File: src/hdl/sft_pkg.sv
package sft_pkg;

  localparam int BODY_BYTES = 9;
  localparam int DATA_BYTES = BODY_BYTES - 1;
  localparam int IDX_W      = $clog2(DATA_BYTES);
  localparam int POS_W      = $clog2(BODY_BYTES);
  localparam int STEP_W     = 3;
  localparam int CFG_IDX_W  = 2;

  localparam logic [7:0] STX_BYTE = 8'h02;
  localparam logic [7:0] ETX_BYTE = 8'h03;
  localparam logic [7:0] ESC_BYTE = 8'h7D;
  localparam logic [7:0] ESC_XOR  = 8'h20;

  // register indexes
  localparam logic [CFG_IDX_W-1:0] REG_READ_CODE  = 2'd0;
  localparam logic [CFG_IDX_W-1:0] REG_WRITE_CODE = 2'd1;
  localparam logic [CFG_IDX_W-1:0] REG_STATE_BYTE = 2'd2;

  // byte source select
  localparam logic [2:0] SRC_STX  = 3'd0;
  localparam logic [2:0] SRC_ETX  = 3'd1;
  localparam logic [2:0] SRC_ESC  = 3'd2;
  localparam logic [2:0] SRC_BODY = 3'd3;
  localparam logic [2:0] SRC_XOR  = 3'd4;

  // branch conditions
  localparam logic [1:0] COND_NONE   = 2'd0;
  localparam logic [1:0] COND_ACCEPT = 2'd1;
  localparam logic [1:0] COND_BODY   = 2'd2;

  // program steps
  localparam logic [STEP_W-1:0] ST_WAIT = 3'd0;
  localparam logic [STEP_W-1:0] ST_SOF  = 3'd1;
  localparam logic [STEP_W-1:0] ST_BODY = 3'd2;
  localparam logic [STEP_W-1:0] ST_XOR  = 3'd3;
  localparam logic [STEP_W-1:0] ST_EOF  = 3'd4;

  typedef struct packed {
    logic              accept;
    logic              emit;
    logic [2:0]        src;
    logic              last;
    logic              stuff;
    logic              pos_inc;
    logic [1:0]        cond;
    logic [STEP_W-1:0] esc_tgt;
    logic [STEP_W-1:0] jmp_tgt;
    logic [STEP_W-1:0] nxt_tgt;
  } ctrl_t;

  typedef struct packed {
    logic esc;
    logic at_end;
    logic adv;
  } stat_t;

  // microcode table
  function automatic ctrl_t ucode(input logic [STEP_W-1:0] step);
    ctrl_t w;
    w = '0;
    case (step)
      ST_WAIT: begin
        w.accept  = 1'b1;
        w.cond    = COND_ACCEPT;
        w.jmp_tgt = ST_SOF;
        w.nxt_tgt = ST_WAIT;
      end
      ST_SOF: begin
        w.emit    = 1'b1;
        w.src     = SRC_STX;
        w.nxt_tgt = ST_BODY;
      end
      ST_BODY: begin
        w.emit    = 1'b1;
        w.src     = SRC_BODY;
        w.stuff   = 1'b1;
        w.pos_inc = 1'b1;
        w.cond    = COND_BODY;
        w.esc_tgt = ST_XOR;
        w.jmp_tgt = ST_EOF;
        w.nxt_tgt = ST_BODY;
      end
      ST_XOR: begin
        w.emit    = 1'b1;
        w.src     = SRC_XOR;
        w.pos_inc = 1'b1;
        w.cond    = COND_BODY;
        w.jmp_tgt = ST_EOF;
        w.nxt_tgt = ST_BODY;
      end
      ST_EOF: begin
        w.emit    = 1'b1;
        w.src     = SRC_ETX;
        w.last    = 1'b1;
        w.nxt_tgt = ST_WAIT;
      end
      default: begin
        w.nxt_tgt = ST_WAIT;
      end
    endcase
    return w;
  endfunction

endpackage

File: src/hdl/stuffed_frame_transmitter_unit.sv
// channel   direction  handshake           word
// cfg       in         cfg_write           cfg_index, cfg_data
// in        in         in_valid/in_stall   is_write, address, data_word
// out       out        out_valid/out_stall out_byte, last_byte
//
// One command gives a frame of 11 to 20 bytes, one byte per cycle from the
// microcode sequencer unless output stalls; the wait step takes the command.
// Input is stalled for the whole frame; the next command is taken after ETX.
// Output stall holds the sequencer step; a registered output byte decouples it.
// Synchronous reset clears step, out_valid, pos, sum, cfg; write code gets 1.
module stuffed_frame_transmitter_unit
  import sft_pkg::*;
(
  input  logic                 clk,
  input  logic                 rst,
  input  logic                 cfg_write,
  input  logic [CFG_IDX_W-1:0] cfg_index,
  input  logic [7:0]           cfg_data,
  input  logic                 in_valid,
  output logic                 in_stall,
  input  logic                 is_write,
  input  logic [15:0]          address,
  input  logic [31:0]          data_word,
  output logic                 out_valid,
  input  logic                 out_stall,
  output logic [7:0]           out_byte,
  output logic                 last_byte
);

  ctrl_t ctrl;
  stat_t stat;

  assign in_stall = !ctrl.accept;

  sft_sequencer u_seq (
    .clk      (clk),
    .rst      (rst),
    .in_valid (in_valid),
    .stat     (stat),
    .ctrl     (ctrl)
  );

  sft_datapath u_dp (
    .clk       (clk),
    .rst       (rst),
    .ctrl      (ctrl),
    .cfg_write (cfg_write),
    .cfg_index (cfg_index),
    .cfg_data  (cfg_data),
    .in_valid  (in_valid),
    .is_write  (is_write),
    .address   (address),
    .data_word (data_word),
    .stat      (stat),
    .out_valid (out_valid),
    .out_stall (out_stall),
    .out_byte  (out_byte),
    .last_byte (last_byte)
  );

endmodule

File: src/hdl/sft_sequencer.sv
module sft_sequencer
  import sft_pkg::*;
(
  input  logic  clk,
  input  logic  rst,
  input  logic  in_valid,
  input  stat_t stat,
  output ctrl_t ctrl
);

  logic [STEP_W-1:0] step;
  logic [STEP_W-1:0] step_next;

  assign ctrl = ucode(step);

  always_comb begin
    case (ctrl.cond)
      COND_ACCEPT: step_next = in_valid ? ctrl.jmp_tgt : ctrl.nxt_tgt;
      COND_BODY: begin
        if (stat.esc) begin
          step_next = ctrl.esc_tgt;
        end else if (stat.at_end) begin
          step_next = ctrl.jmp_tgt;
        end else begin
          step_next = ctrl.nxt_tgt;
        end
      end
      default: step_next = ctrl.nxt_tgt;
    endcase
    if (!stat.adv) begin
      step_next = step;
    end
  end

  always_ff @(posedge clk) begin
    if (rst) begin
      step <= ST_WAIT;
    end else begin
      step <= step_next;
    end
  end

endmodule

File: src/hdl/sft_datapath.sv
module sft_datapath
  import sft_pkg::*;
(
  input  logic                 clk,
  input  logic                 rst,
  input  ctrl_t                ctrl,
  input  logic                 cfg_write,
  input  logic [CFG_IDX_W-1:0] cfg_index,
  input  logic [7:0]           cfg_data,
  input  logic                 in_valid,
  input  logic                 is_write,
  input  logic [15:0]          address,
  input  logic [31:0]          data_word,
  output stat_t                stat,
  output logic                 out_valid,
  input  logic                 out_stall,
  output logic [7:0]           out_byte,
  output logic                 last_byte
);

  logic [7:0]       read_code;
  logic [7:0]       write_code;
  logic [7:0]       state_byte;
  logic [7:0]       body [DATA_BYTES];
  logic [7:0]       sum;
  logic [POS_W-1:0] pos;
  logic [7:0]       cur_byte;
  logic [7:0]       byte_next;
  logic             out_free;
  logic             load;
  logic             esc_hit;
  logic             inc;

  assign out_free = !out_valid || !out_stall;
  assign load     = ctrl.accept && in_valid;

  // the checksum slot is the running sum itself
  assign cur_byte = (pos == POS_W'(DATA_BYTES)) ? sum : body[pos[IDX_W-1:0]];
  assign esc_hit  = ctrl.stuff &&
                    (cur_byte == STX_BYTE || cur_byte == ETX_BYTE || cur_byte == ESC_BYTE);
  assign inc      = ctrl.pos_inc && !esc_hit;

  assign stat.esc    = esc_hit;
  assign stat.at_end = (pos == POS_W'(DATA_BYTES));
  assign stat.adv    = !ctrl.emit || out_free;

  always_comb begin
    case (ctrl.src)
      SRC_STX:  byte_next = STX_BYTE;
      SRC_ETX:  byte_next = ETX_BYTE;
      SRC_ESC:  byte_next = ESC_BYTE;
      SRC_BODY: byte_next = esc_hit ? ESC_BYTE : cur_byte;
      SRC_XOR:  byte_next = cur_byte ^ ESC_XOR;
      default:  byte_next = ETX_BYTE;
    endcase
  end

  always_ff @(posedge clk) begin
    if (rst) begin
      read_code  <= 8'd0;
      write_code <= 8'd1;
      state_byte <= 8'd0;
    end else if (cfg_write) begin
      case (cfg_index)
        REG_READ_CODE:  read_code  <= cfg_data;
        REG_WRITE_CODE: write_code <= cfg_data;
        REG_STATE_BYTE: state_byte <= cfg_data;
        default: ;
      endcase
    end
  end

  always_ff @(posedge clk) begin
    if (load) begin
      body[0] <= is_write ? write_code : read_code;
      body[1] <= address[7:0];
      body[2] <= address[15:8];
      body[3] <= data_word[7:0];
      body[4] <= data_word[15:8];
      body[5] <= data_word[23:16];
      body[6] <= data_word[31:24];
      body[7] <= state_byte;
    end
  end

  always_ff @(posedge clk) begin
    if (rst) begin
      pos <= '0;
      sum <= 8'd0;
    end else if (load) begin
      pos <= '0;
      sum <= 8'd0;
    end else if (inc && stat.adv) begin
      pos <= pos + POS_W'(1);
      if (pos != POS_W'(DATA_BYTES)) begin
        sum <= sum + cur_byte;
      end
    end
  end

  always_ff @(posedge clk) begin
    if (rst) begin
      out_valid <= 1'b0;
    end else if (out_free) begin
      out_valid <= ctrl.emit;
    end
  end

  always_ff @(posedge clk) begin
    if (out_free && ctrl.emit) begin
      out_byte  <= byte_next;
      last_byte <= ctrl.last;
    end
  end

endmodule
File: config.mk
export PLATFORM = sky130hd
export DESIGN_NAME = stuffed_frame_transmitter_unit
export DESIGN_NICKNAME = d
export VERILOG_FILES = /design/src/hdl/sft_pkg.sv /design/src/hdl/stuffed_frame_transmitter_unit.sv /design/src/hdl/sft_sequencer.sv /design/src/hdl/sft_datapath.sv
export SDC_FILE = /design/constraint.sdc
export NUM_CORES = 1
export LEC_CHECK = 0
export ABC_AREA = 1
export BUFFER_PORTS_ARGS = -buffer_cell sky130_fd_sc_hd__buf_2
export CAP_MARGIN = 0
export CORE_UTILIZATION = 35
export DETAILED_ROUTE_END_ITERATION = 8
export PLACE_DENSITY = 0.59
export SETUP_SLACK_MARGIN = 0.3
export SYNTH_ARGS = -nofsm -noshare
export SYNTH_HDL_FRONTEND = slang
export SYNTH_SLANG_ARGS = --single-unit
File: constraint.sdc
create_clock -name clk -period 10.5 [get_ports clk]
set_input_delay 1.05 -clock clk [delete_from_list [all_inputs] [get_ports clk]]
set_output_delay 1.05 -clock clk [all_outputs]
set_load 0.02 [all_outputs]
After elaboration in Yosys (flattened, before gate mapping)
Memory sizes are Yosys's and may differ from the RTL's. A register that Yosys moved wholly into a read port is not among the register bits.
Index checks and enable logic that the tools add are counted.
W data, S select, Z words.
Cells by class
  bitwise operators: 1
  reductions and logical operators: 24
  $add $sub $neg: 2
  equal/unequal tests: 16
  muxes and demuxes: 21
Operators by type and width (count)
  $pmux W8 S4: 1
  $mux W8: 3
  $eq A8 B2 Y1 const B: 2
  $pmux W4 S4: 1
  $mux W3: 5
  $eq A3 B2 Y1 const B: 4
  $pmux W3 S2: 2
  $add A8 B8 Y8: 1
  $eq A8 B7 Y1 const B: 1
  $reduce_and A2 Y1: 4
  $eq A3 B3 Y1 const B: 2
  $logic_not A3 Y1: 2
  $mux W1: 6
  $logic_and A1 B1 Y1: 5
  $logic_not A1 Y1: 5
  $add A4 B1 Y4 const B: 1
  $eq A2 B1 Y1 const B: 2
  $eq A2 B2 Y1 const B: 2
  $eq A4 B4 Y1 const B: 1
  $logic_or A1 B1 Y1: 4
  $mux W2: 2
  $ne A4 B4 Y1 const B: 1
  $pmux W2 S2: 1
  $reduce_or A2 Y1: 2
  4 further kinds: 4
Storage, ports and cells
  word-level logic and storage cells: 74
  output and inout port bits: 11
  memories kept: 1
  input port bits: 64
  flip-flop bits (word level): 49
  bits in writable memories: 64
Memory list
  u_dp.body: depth 8, bits a word 8, read ports 1, clocked after Yosys merged registers in 1, write ports 8, RTL line sft_datapath.sv:24  | logic [7:0] body [DATA_BYTES];

Longest topological paths before layout
Gate-level depths: netlist of the first run.
  word-level depth: 11
  gate-level depth with buffers: 20
  depth with buffers taken out: 18

Hierarchy
Synthesis of the first run repeated with hierarchy kept, for this count alone.
Unflattened totals
  cell total of the unflattened synthesis: 637
  area, all modules: 5569.1 um^2
Modules (own cells, without submodules)
  sft_datapath: area each 5198.7 um^2, sequential area each 2992.9 um^2, times used 1, cells an instance 576
  sft_sequencer: area each 366.6 um^2, sequential area each 60.1 um^2, times used 1, cells an instance 60
  stuffed_frame_transmitter_unit: area each 3.8 um^2, sequential area each 0.0 um^2, times used 1, cells an instance 1

Worst setup path after synthesis of the first run
No wires, ideal clock.
  kind: input-to-reg
  from: in in_valid
  to: mem u_dp.body[0][0], enable pin
  arrival time: 3.772 ns
  slack: 6.241 ns
  buffers on the path: 0
  stages on the path: 2
  setup time: 0.487 ns
  path through: inv_1 > nor2_1
RTL lines
  start: declaration: RTL line stuffed_frame_transmitter_unit.sv:19  | input logic in_valid,
  end: declaration: RTL line sft_datapath.sv:24

Worst setup path after layout of the first run
  from: reg u_dp.pos[0]
  to: reg u_dp.sum[6]
Between the ends
  longest elaborated chain between the ends: 10
RTL lines
  start: declaration: RTL line sft_datapath.sv:26  | logic [POS_W-1:0] pos;
  start signal: assignment: RTL line sft_datapath.sv:94  | pos <= pos + POS_W'(1);
  $eq A4 B4 Y1: RTL line sft_datapath.sv:38  | assign cur_byte = (pos == POS_W'(DATA_BYTES)) ? sum : body[pos[IDX_W-1:0]];
  $mux W8: RTL line sft_datapath.sv:38
  $eq A8 B2 Y1: RTL line sft_datapath.sv:40  | (cur_byte == STX_BYTE || cur_byte == ETX_BYTE || cur_byte == ESC_BYTE);
  $logic_or A1 B1 Y1 (2 in a row): RTL line sft_datapath.sv:40
  $logic_and A1 B1 Y1: RTL line sft_datapath.sv:39  | assign esc_hit = ctrl.stuff &&
  $logic_not A1 Y1: RTL line sft_datapath.sv:41  | assign inc = ctrl.pos_inc && !esc_hit;
  $logic_and A1 B1 Y1: RTL line sft_datapath.sv:41
  $logic_and A1 B1 Y1: RTL line sft_datapath.sv:93  | end else if (inc && stat.adv) begin
  $reduce_and A2 Y1 (no source line)
  end signal: assignment: RTL line sft_datapath.sv:96  | sum <= sum + cur_byte;
  end: declaration: RTL line sft_datapath.sv:25  | logic [7:0] sum;
Parallel ways exist; a longest one is shown, timed or not.
A chain may end at the register's enable or synchronous reset.

==> impl_metrics.csv, run 1 <==
group,metric,value,unit
critical_path,crit_required,10.81,ns
power,switching_share,34.9,%
layout,area_growth,19.7,%
cts,clk_path_buf_depth,2,
cts,cts_buffers,17,
power,combPwrFrac,25.9,%
critical_path,slowest_delay,0.49,ns
die,fp.dieH,126,um
global_routing,grt_pass1_vias,4079,
cts,cts_tree,"yes",
timing,tns,0,ns
worst_hold_path,min_path_type,"reg -> reg",
timing,slew_headroom,41.0,%
worst_hold_path,hold_end,"u_dp.body[7][2]",
cts,ctsResizeCount,0,
place,gp_congestion,0.925,
global_routing,grt_util_all_layers,16.4,%
critical_path,reg2reg_from,"u_dp.pos[0]",
critical_path,cp.arrival,3.68,ns
layout,drive_above_1_share,19.4,%
cts,cts-root-buf,"clkbuf_16",
synthesis,syn_inst,605,
routing,ant_nets,0,
critical_path,worstReg2RegEnd,"u_dp.sum[6]",
power,p_leak,0.00284,uW
power,p_switching,549,uW
critical_path,crit_top_cell,"nor2_1",
critical_path,crit_fanout,12,
critical_path,crit_type,"reg -> reg",
synthesis,synth_top_area_share,40.6,%
cts,cts_sinks,116,
status,status,"finished clean",
timing,holdWs,0.437,ns
cts,clk_pin_slew,0.06,ns
flow_run,maxCapViolCount,0,
timing,finalCritPeriodShare,32.1,%
synthesis,ys_ff_latch,116,
place,place.detailed.hpwl,8.61,mm
worst_hold_path,worstHoldStart,"u_dp.state_byte[2]",
die,die-area,0.0159,mm^2
synthesis,yosysTopAreaCell,"edfxtp_1",
routing,routed_wl,12.2,mm
power,power.internal,1020,uW
die,start_util,35.6,%
global_routing,grt_max_degree,62,
critical_path,start_kind,"register",
global_routing,grt_remaining_overflow,0,
synthesis,synth_area,0.00540,mm^2
routing,routedWlPerCell,13.8,um
die,fp-row-count,45,
timing,min_period,3.37,ns
timing,finalHoldViolCount,0,
timing,tightest_slew,0.878,ns
critical_path,path_cells,"inv_1, ha_1, nand3_1, clkinv_1, nand2_1, nand2_1, ha_1, inv_1, fa_1, o21ai_0, a21oi_1, nor2_1, nor2_1, xnor2_1, o21ai_0, nor2_1",
timing,finClkSkew,0.0110,ns
critical_path,worst_r2r_path_depth,16,
layout,diodes,0,
critical_path,crit_path_end_kind,"register",
die,core,0.0151,mm^2
place,placement.io_buffers,74,
cts,cts_setup_buffers,0,
synthesis,ys_types,34,
synthesis,synth_area_leaders,"edfxtp_1, dfxtp_1, nand2_1, inv_1, nand3_1",
place,dp.cells,852,
cts,htreeDepth,4,
cts,hold_buffers,0,
routing,initialDrtViolationCount,218,
power,powerDensity,243,mW/mm^2
timing,slew_violations,0,
timing,report.final.setup_viol,0,
timing,rsz0062_at_grt,"false",
synthesis,ys_seq_area_share,56.6,%
routing,remaining_drc_errors,0,
routing,viasPerCell,4.75,
global_routing,grt_pass1_wl,20.0,mm
synthesis,syn_area_per_cell,8.92,um^2
power,clkPwrFrac,34.7,%
critical_path,crit_slowest_cell,"nand3_1",
timing,clock.fmax,297,MHz
synthesis,synth_nets,681,
cts,insertion_delay,0.42,ns
routing,drt_first_pass_iters,4,
global_routing,grt_antenna_before_repair,0,
die,die_w,126,um
layout,instances_no_fill,884,
synthesis,synth_warnings,0,
die,boundaryPins,75,
critical_path,r2r_slack,7.13,ns
layout,final_nets,759,
worst_hold_path,whs_path_depth,0,
power,ir_worst_vdd,114,uV
power,seq_power_share,39.4,%
routing,num_vias,4201,
==> worst max-delay path, delay by kind of cell (launching register included) <==
kind | cells | cell delay (ns)
compound gates | 3 | 0.58
simple gates | 6 | 0.92
fa+ha+maj | 3 | 0.76
xor+xnor | 1 | 0.11
flops | 1 | 0.33
buf+inv | 3 | 0.57
==> area by class of cell <==
class	count	area (um^2)
fillers	1463	8690
flip-flops and latches	116	3050
multi-input cells	381	1880
clock buffers	17	425
repair buffers	76	385
inverters	91	347
well taps	188	235
clock inverters	15	135
==> power by group through the flow <==
stage | Sequential, uW | Clock, uW | Combinational [uW]
CTS | 620 | 555 | 407
floorplan | 638 | 0 | 293
finish | 619 | 546 | 407
global placement | 626 | 0 | 400
global route | 626 | 576 | 459
detailed placement | 629 | 0 | 404
==> placed cells by master (no fill, tap or decap), types with 3 or more instances in the layout <==
cell / n
clkinvlp_4: 3
xor2_1: 4
ha_1: 11
inv_2: 6
nand4_1: 4
dfxtp_1: 43
nor3_1: 3
inv_8: 3
buf_2: 74
inv_1: 80
nand2_1: 143
inv_6: 7
xnor2_1: 4
nand2_2: 9
nand3_1: 48
a21oi_1: 29
nor2_1: 63
o21ai_1: 4
clkbuf_16: 17
o21ai_0: 44
edfxtp_1: 73
clkinv_1: 3
==> per-stage QoR <==
| stage | setup WS, ns | util (%) | cell area (um^2) | power, uW |
|---|---|---|---|---|
| final | 7.13 | 42.6 | 6460 | 1570 |
| after CTS | 7.17 | 42.6 | 6460 | 1580 |
| after floorplan | 6.24 | - | 5400 | 931 |
| after detailed placement | 7.18 | 38.9 | 5900 | 1030 |
| after global placement | 7.27 | 38.9 | 5900 | 1030 |
| after global routing | 6.77 | 42.6 | 6460 | 1660 |
==> how the worst max path moves through the flow <==
stage                            from         endpoint  slack, ns  cells after the start
after global placement    u_dp.pos[0]      u_dp.sum[6]       7.27                     16
after detailed placement  u_dp.pos[0]      u_dp.sum[6]       7.18                     16
after floorplan              in_valid  u_dp.body[0][0]       6.24                      2
after CTS                 u_dp.pos[0]      u_dp.sum[6]       7.17                     16
after global routing      u_dp.pos[0]      u_dp.sum[6]       6.77                     16
final                     u_dp.pos[0]      u_dp.sum[6]       7.13                     16
==> state kept, by name, indices dropped and copies added, names as in the netlist, named ones only <==
| register | count |
|---|---|
| u_dp.out_byte | 8 |
| u_dp.write_code | 8 |
| u_dp.last_byte | 1 |
| u_dp.out_valid | 1 |
| u_dp.sum | 8 |
| u_dp.body | 64 |
| u_seq.step | 3 |
| u_dp.pos | 4 |
| u_dp.read_code | 8 |
| u_dp.state_byte | 8 |
==> cell usage after synthesis <==
cell type	count
o221ai_1	1
o211ai_1	1
a21oi_2	1
inv_1	80
o21ai_1	4
nand3_1	48
o31ai_1	1
edfxtp_1	73
fa_1	1
a31oi_1	1
buf_2	3
nand2_8	1
nand3_4	1
inv_2	6
buf_4	4
buf_6	6
nand3_2	1
inv_4	2
clkbuf_1	4
clkinv_1	3
nand2_1	143
nand2_4	2
nor2_1	64
nand4_1	4
o21ai_0	44
ha_1	11
nor3_1	3
nand2_2	9
nand4_4	1
a21oi_1	29
xnor2_1	4
nor2_2	2
dfxtp_1	43
xor2_1	4
==> cells by family after synthesis <==
| family | after synthesis | share of synthesized area (%) |
|---|---|---|
| xor+xnor | 8 | 1.30 |
| buf+inv | 108 | 8.79 |
| fa+ha+maj | 12 | 2.92 |
| flops | 116 | 56.6 |
| compound gates | 82 | 7.86 |
| simple gates | 279 | 22.6 |
==> layer usage <==
layer	global-route usage, %	vias up	routed length, um
li1	-	2132	-
met1	21.7	1935	6050
met2	24.7	117	5330
met3	4.72	17	564
met4	7.37	0	273
met5	0	-	0
Note: power is estimated with default switching activity, not from simulation.
==> run 2: changes to the inputs <==
- clock period: 10.5 -> 3.26 ns (I/O delays scaled with it)
==> run 2 against run 1 <==
Global-route usage rose by 0.13 points. Combinational power grew to 3.2 times the previous value. Total power rose to 3.4 times the previous value. Highest routed layer unchanged.
==> impl_metrics.csv, run 2 (synthesis gave the netlist of run 1 again) <==
group,metric,value,unit
cts,cts_buffers,17,
place,dpl_cell_area,0.00593,mm^2
routing,ant_nets,0,
cts,htreeDepth,4,
layout,largest_register_ffs,64,
critical_path,cp_num_buf_inv,2,
timing,finalHoldViolCount,0,
critical_path,crit_slowest_cell,"dfxtp_2",
critical_path,crit_fanout,17,
timing,rsz0062_at_grt,"false",
routing,viasPerCell,4.71,
cts,clk_path_buf_depth,2,
timing,tns,0,ns
cts,cts_tree,"yes",
global_routing,grt_remaining_overflow,0,
timing,min_period,2.70,ns
layout,drive_above_1_share,20.7,%
layout,final_common_cell,"nand2_1",
critical_path,crit_required,3.61,ns
routing,routed_wl,12.1,mm
routing,initialDrtViolationCount,246,
layout,instances_no_fill,890,
global_routing,grt_max_degree,44,
critical_path,crit_family,"simple AND/OR/NAND/NOR gates",
timing,report.final.setup_viol,0,
global_routing,grt_antenna_before_repair,0,
layout,stdcell_area,0.00660,mm^2
worst_hold_path,worstHoldStart,"address[9]",
flow_run,maxCapViolCount,0,
die,fp-row-count,45,
global_routing,grt_util_all_layers,16.5,%
routing,drt_first_pass_iters,4,
layout,final_cell_mix,"nand2_1, inv_1, buf_2, edfxtp_1, nor2_1",
critical_path,crit_type,"reg -> reg",
die,boundaryPins,75,
status,status,"finished clean",
cts,insertion_delay,0.42,ns
critical_path,crit_top_cell,"nand3_1",
die,fp.dieH,126,um
timing,clock.fmax,371,MHz
die,die_w,126,um
timing,slew_violations,0,
cts,hold_buffers,0,
cts,cts-root-buf,"clkbuf_16",
routing,routedWlPerCell,13.6,um
timing,finalCritPeriodShare,82.8,%
global_routing,grt_pass1_wl,20.1,mm
place,dp.cells,856,
timing,holdWs,0.0816,ns
timing,slew_headroom,43.2,%
power,ir_worst_vdd,381,uV
cts,cts_sinks,116,
power,powerDensity,800,mW/mm^2
critical_path,start_kind,"register",
place,gp_congestion,0.945,
routing,num_vias,4196,
critical_path,crit_path_end_kind,"register",
timing,finClkSkew,0.0141,ns
layout,diodes,0,
timing,tightest_slew,0.845,ns
layout,area_growth,22.3,%
layout,final_nets,765,
die,die-area,0.0159,mm^2
place,place_worst_setup_slack,0.347,ns
critical_path,slowest_delay,0.45,ns
place,place.detailed.hpwl,8.72,mm
power,p_leak,0.00290,uW
critical_path,path_cells,"buf_4, buf_4, nand2_1, nand3_1, nand3_1, nand3_1, nand2_2, ha_1, a21oi_1, nand2_1, a21oi_1, xor2_1, nand4_1, a21oi_2",
global_routing,grt_pass1_vias,4093,
worst_hold_path,min_path_type,"in -> reg",
layout,largest-register,"u_dp.body",
cts,clk_pin_slew,0.06,ns
critical_path,cp.arrival,3.05,ns
die,core,0.0151,mm^2
routing,remaining_drc_errors,0,
place,placement.io_buffers,74,
die,start_util,35.6,%
timing,worst_slack,0.561,ns
==> run 2: cell types whose count changed in the layout (fill, tap and decap cells not counted), moves of 2 or more <==
cell | before | now
inv_6 | 7 | 5
inv_4 | 2 | 0
dfxtp_1 | 43 | 41
buf_4 | 2 | 8
dfxtp_2 | 0 | 2
inv_8 | 3 | 0
bufinv_16 | 0 | 4
==> run 2: final timing paths <==
path                           to  cells past startpoint  slack, ns
hold / removal    u_dp.body[2][1]                      1       0.08
setup reg to reg      u_dp.sum[7]                     14       0.56
setup / recovery      u_dp.sum[7]                     14       0.56
hold reg to reg   u_dp.body[7][5]                      0       0.44
==> run 2: worst reg2reg max path: stages (launching register included) <==
cell and delay [ns]:
dfxtp_2 0.45, buf_4 0.27, buf_4 0.20, nand2_1 0.06
nand3_1 0.08, nand3_1 0.07, nand3_1 0.11, nand2_2 0.08
ha_1 0.37, a21oi_1 0.21, nand2_1 0.13, a21oi_1 0.20
xor2_1 0.17, nand4_1 0.13, a21oi_2 0.13
==> run 2: cell type report <==
type / count / area, um^2
clock buffer: 18 / 429
clock inverter: 14 / 200
fill: 1411 / 8550
inverter: 91 / 355
multi-input combinational: 381 / 1890
sequential: 116 / 3060
tap: 188 / 235
timing repair buffer: 82 / 430
==> run 2: repair_timing <==
action | CTS | global route
endpoints found under the setup margin | 0 | 3
buffers inserted | 0 | 2
gates resized for setup | 0 | 9
==> run 2: stage by stage <==
step | total power, uW | util (%)
global placement | 3310 | 39.1
detailed placement | 3320 | 39.1
CTS | 5310 | 43.3
floorplan | 2990 | -
finish | 5280 | 43.6
global route | 5590 | 43.6
==> run 2: where the power goes <==
part           total, uW  internal [uW]  switching, uW  leakage (uW)
Clock               1980           1290            695      0.000298
Sequential          2000           1890            116       0.00106
Combinational       1290            415            880       0.00154
Total               5280           3590           1690       0.00290
==> run 2: layer usage <==
layer,track usage (%),routed length (um)
met1,21.3,5690
met4,8.58,366
met2,24.8,5440
met5,0,0
met3,5.10,637
==> run 3: changes to the inputs <==
- ABC_AREA: 1 -> 0
- clock period: 3.26 -> 2.7 ns (I/O delays scaled with it)
==> run 3 against run 2 <==
Largest power group unchanged. Cell area up 7.5%. Sequential power up 26%. Worst setup slack got worse by 0.81 ns. Global-route usage grew 0.15 points. The run now ends with negative setup slack left. Synthesized area decreased by 4.8%. Critical endpoint unchanged. Sequential cell count is the same. Clock skew decreased by 0.0064 ns. Routed wire length fell by 4.3%.
==> impl_metrics.csv, run 3 <==
group,metric,value,unit
timing,tightest_slew,0.672,ns
place,dp.cells,678,
layout,final_common_cell,"buf_2",
critical_path,path_cells,"inv_2, ha_4, and3b_2, and2_1, a31oi_1, inv_1, ha_2, a21o_1, a21oi_2, nor2b_1, o21a_1, o41a_1, xor2_1, or3_1, a21oi_2",
timing,slew_violations,0,
synthesis,synth-simple-area-share,10.3,%
die,fp.dieH,123,um
die,fp-row-count,43,
synthesis,yosysTopAreaCell,"edfxtp_1",
timing,min_period,2.95,ns
timing,finalHoldViolCount,0,
critical_path,reg2reg_from,"u_dp.pos[0]",
die,core,0.0141,mm^2
timing,rsz0062_at_grt,"true",
die,die-area,0.0152,mm^2
critical_path,worstReg2RegEnd,"u_dp.sum[7]",
layout,largest_register_ffs,64,
timing,slew_headroom,55.1,%
status,status,"complete, but fails checks",
global_routing,grt_remaining_overflow,0,
layout,largest-register,"u_dp.body",
die,die_w,123,um
synthesis,synth_area,0.00514,mm^2
synthesis,synth.top_cells.by_count,"edfxtp_1, mux2i_1, nor2_1, dfxtp_1, a21oi_1",
place,gp_congestion,0.855,
synthesis,synth_top_area_share,42.7,%
synthesis,synth_area_leaders,"edfxtp_1, dfxtp_1, mux2i_1, nor2_1, ha_1",
global_routing,grt_antenna_before_repair,0,
layout,n_fill_cell,1223,
synthesis,synth_most_common_cell,"edfxtp_1",
cts,insertion_delay,0.41,ns
synthesis,synth_warnings,0,
routing,remaining_drc_errors,0,
cts,hold_buffers,0,
synthesis,synth_fa_ha_area_share,3.07,%
worst_hold_path,min_path_type,"in -> reg",
status,violations,"negative setup slack",
timing,worst_slack,-0.245,ns
synthesis,synth_ff_type,"edfxtp_1",
critical_path,start_kind,"register",
worst_hold_path,whs_path_depth,1,
critical_path,r2r_slack,-0.25,ns
worst_hold_path,worstHoldStart,"data_word[15]",
critical_path,crit_slowest_cell,"dfxtp_2",
synthesis,synth_top_family_by_area,"multiplexers",
layout,drive_above_1_share,42.4,%
cts,htreeDepth,4,
timing,report.final.setup_viol,25,
layout,final_nets,617,
place,place.detailed.hpwl,7.87,mm
cts,cts_tree,"yes",
cts,cts_sinks,116,
critical_path,crit_path_end_kind,"register",
power,powerDensity,954,mW/mm^2
routing,routedWlPerCell,15.8,um
timing,finalCritPeriodShare,109,%
cts,cts_buffers,17,
routing,drt_first_pass_iters,5,
power,p_leak,0.00281,uW
layout,final_cell_mix,"buf_2, edfxtp_1, mux2i_1, nor2_1, dfxtp_1",
timing,finClkSkew,0.00769,ns
timing,holdWs,0.0317,ns
critical_path,crit_type,"reg -> reg",
global_routing,grt_pass1_wl,18.7,mm
synthesis,ys_seq_area_share,59.4,%
layout,diodes,0,
critical_path,crit_top_cell,"a21oi_2",
critical_path,slowest_delay,0.33,ns
synthesis,ys_ff_latch,116,
synthesis,synth_mux_area_share,12.7,%
cts,clk_path_buf_depth,2,
place,placement.io_buffers,74,
critical_path,crit_fanout,6,
global_routing,grt_max_degree,53,
global_routing,grt_util_all_layers,16.6,%
synthesis,synthXorXnorAreaFrac,1.19,%
routing,ant_nets,0,
routing,routed_wl,11.6,mm
synthesis,synth-async-reset-ratio,0,%
synthesis,syn_inst,407,
routing,viasPerCell,4.90,
routing,num_vias,3600,
timing,clock.fmax,340,MHz
cts,clk_pin_slew,0.06,ns
critical_path,crit_required,3.05,ns
layout,instances_no_fill,734,
global_routing,grt_pass1_vias,3761,
synthesis,ys_types,56,
die,boundaryPins,75,
die,start_util,36.5,%
synthesis,syn_area_per_cell,12.6,um^2
power,ir_worst_vdd,494,uV
synthesis,synth_nets,483,
critical_path,cp.arrival,3.30,ns
routing,initialDrtViolationCount,206,
critical_path,worst_r2r_path_depth,15,
layout,area_growth,38.1,%
flow_run,maxCapViolCount,0,
synthesis,synth_edf_count,73,
place,place_worst_setup_slack,-0.290,ns
cts,cts-root-buf,"clkbuf_16",
synthesis,synth-compound-area-share,9.98,%
worst_hold_path,hold_end,"u_dp.body[4][7]",
## run 3: cell types whose count changed in the layout (fill, tap and decap cells not counted), moves of 9 or more
cell	delta
nand3_1	-44
o21ai_0	-40
nand2_1	-130
a21oi_1	-21
buf_4	+28
a22o_1	+9
nor2_1	-16
mux2i_1	+54
inv_1	-72
buf_6	+20
## run 3: worst max path at each step
| stage | start | end | slack [ns] | cells after the start |
|---|---|---|---|---|
| 6_report | u_dp.pos[0] | u_dp.sum[7] | -0.25 | 15 |
| 5_1_grt | u_dp.pos[0] | u_dp.sum[7] | -0.38 | 15 |
| 4_1_cts | register | u_dp.sum[7] | -0.19 | 13 |
| 3_5_place_dp | register | u_dp.sum[7] | -0.29 | 13 |
| 3_3_place_gp | register | u_dp.sum[7] | -0.19 | 13 |
| 2_1_floorplan | u_dp.pos[0] | u_dp.sum[7] | -0.25 | 16 |
## run 3: per-layer routing
metal / up-vias / track usage [%] / share of wire (%)
met2: 81 / 28.7 / 52
met4: 0 / 7.08 / 1.1
met1: 1741 / 19.6 / 43
met3: 12 / 4.20 / 4.1
met5: - / 0 / 0
li1: 1766 / - / -
## run 3: cells by family after synthesis
kind of cell,count (synthesis)
AO/OA/AOI/OAI,67
XOR/XNOR,7
adder cells (fa/ha/maj),12
buffers and inverters,34
flip-flops,116
multiplexers,64
AND/OR/NAND/NOR,107
## run 3: cell type report
class / count / area, um^2 / area share, %
flip-flops and latches: 116 / 3060 / 43.1
multi-input cells: 257 / 2140 / 30.2
repair buffers: 136 / 983 / 13.9
clock buffers: 23 / 488 / 6.88
well taps: 180 / 225 / 3.17
clock inverters: 9 / 149 / 2.10
inverters: 13 / 48.8 / 0.688
## run 3: power by group
part           internal [uW]  switching (uW)  total, uW
clock network           1630             763       2400
registers               2350             153       2510
logic                    852            1020       1870
## run 3: repair_timing
item	in CTS	in global routing
setup endpoints to repair	25	25
gates cloned	1	0
buffers inserted	18	5
resized for setup	43	24
pin swaps	36	17
## run 3: critical path: cells and delay by family (launching register included)
family          cells  cell delay (ns)
compound gates      6             1.13
xor+xnor            1             0.15
fa+ha+maj           2             0.33
flops               1             0.33
buf+inv             2             0.12
simple gates        4             0.83
## run 3: through the flow
step | total power, uW | TNS (ns) | area (um^2) | util [%]
detailed placement | 4120 | -1.50 | 5960 | 42.3
global route | 7100 | -5.44 | 7100 | 50.3
global placement | 4090 | -0.942 | 5960 | 42.3
CTS | 6770 | -0.984 | 6960 | 49.4
finish | 6770 | -2.72 | 7100 | 50.3
floorplan | 3580 | -0.254 | 5180 | -
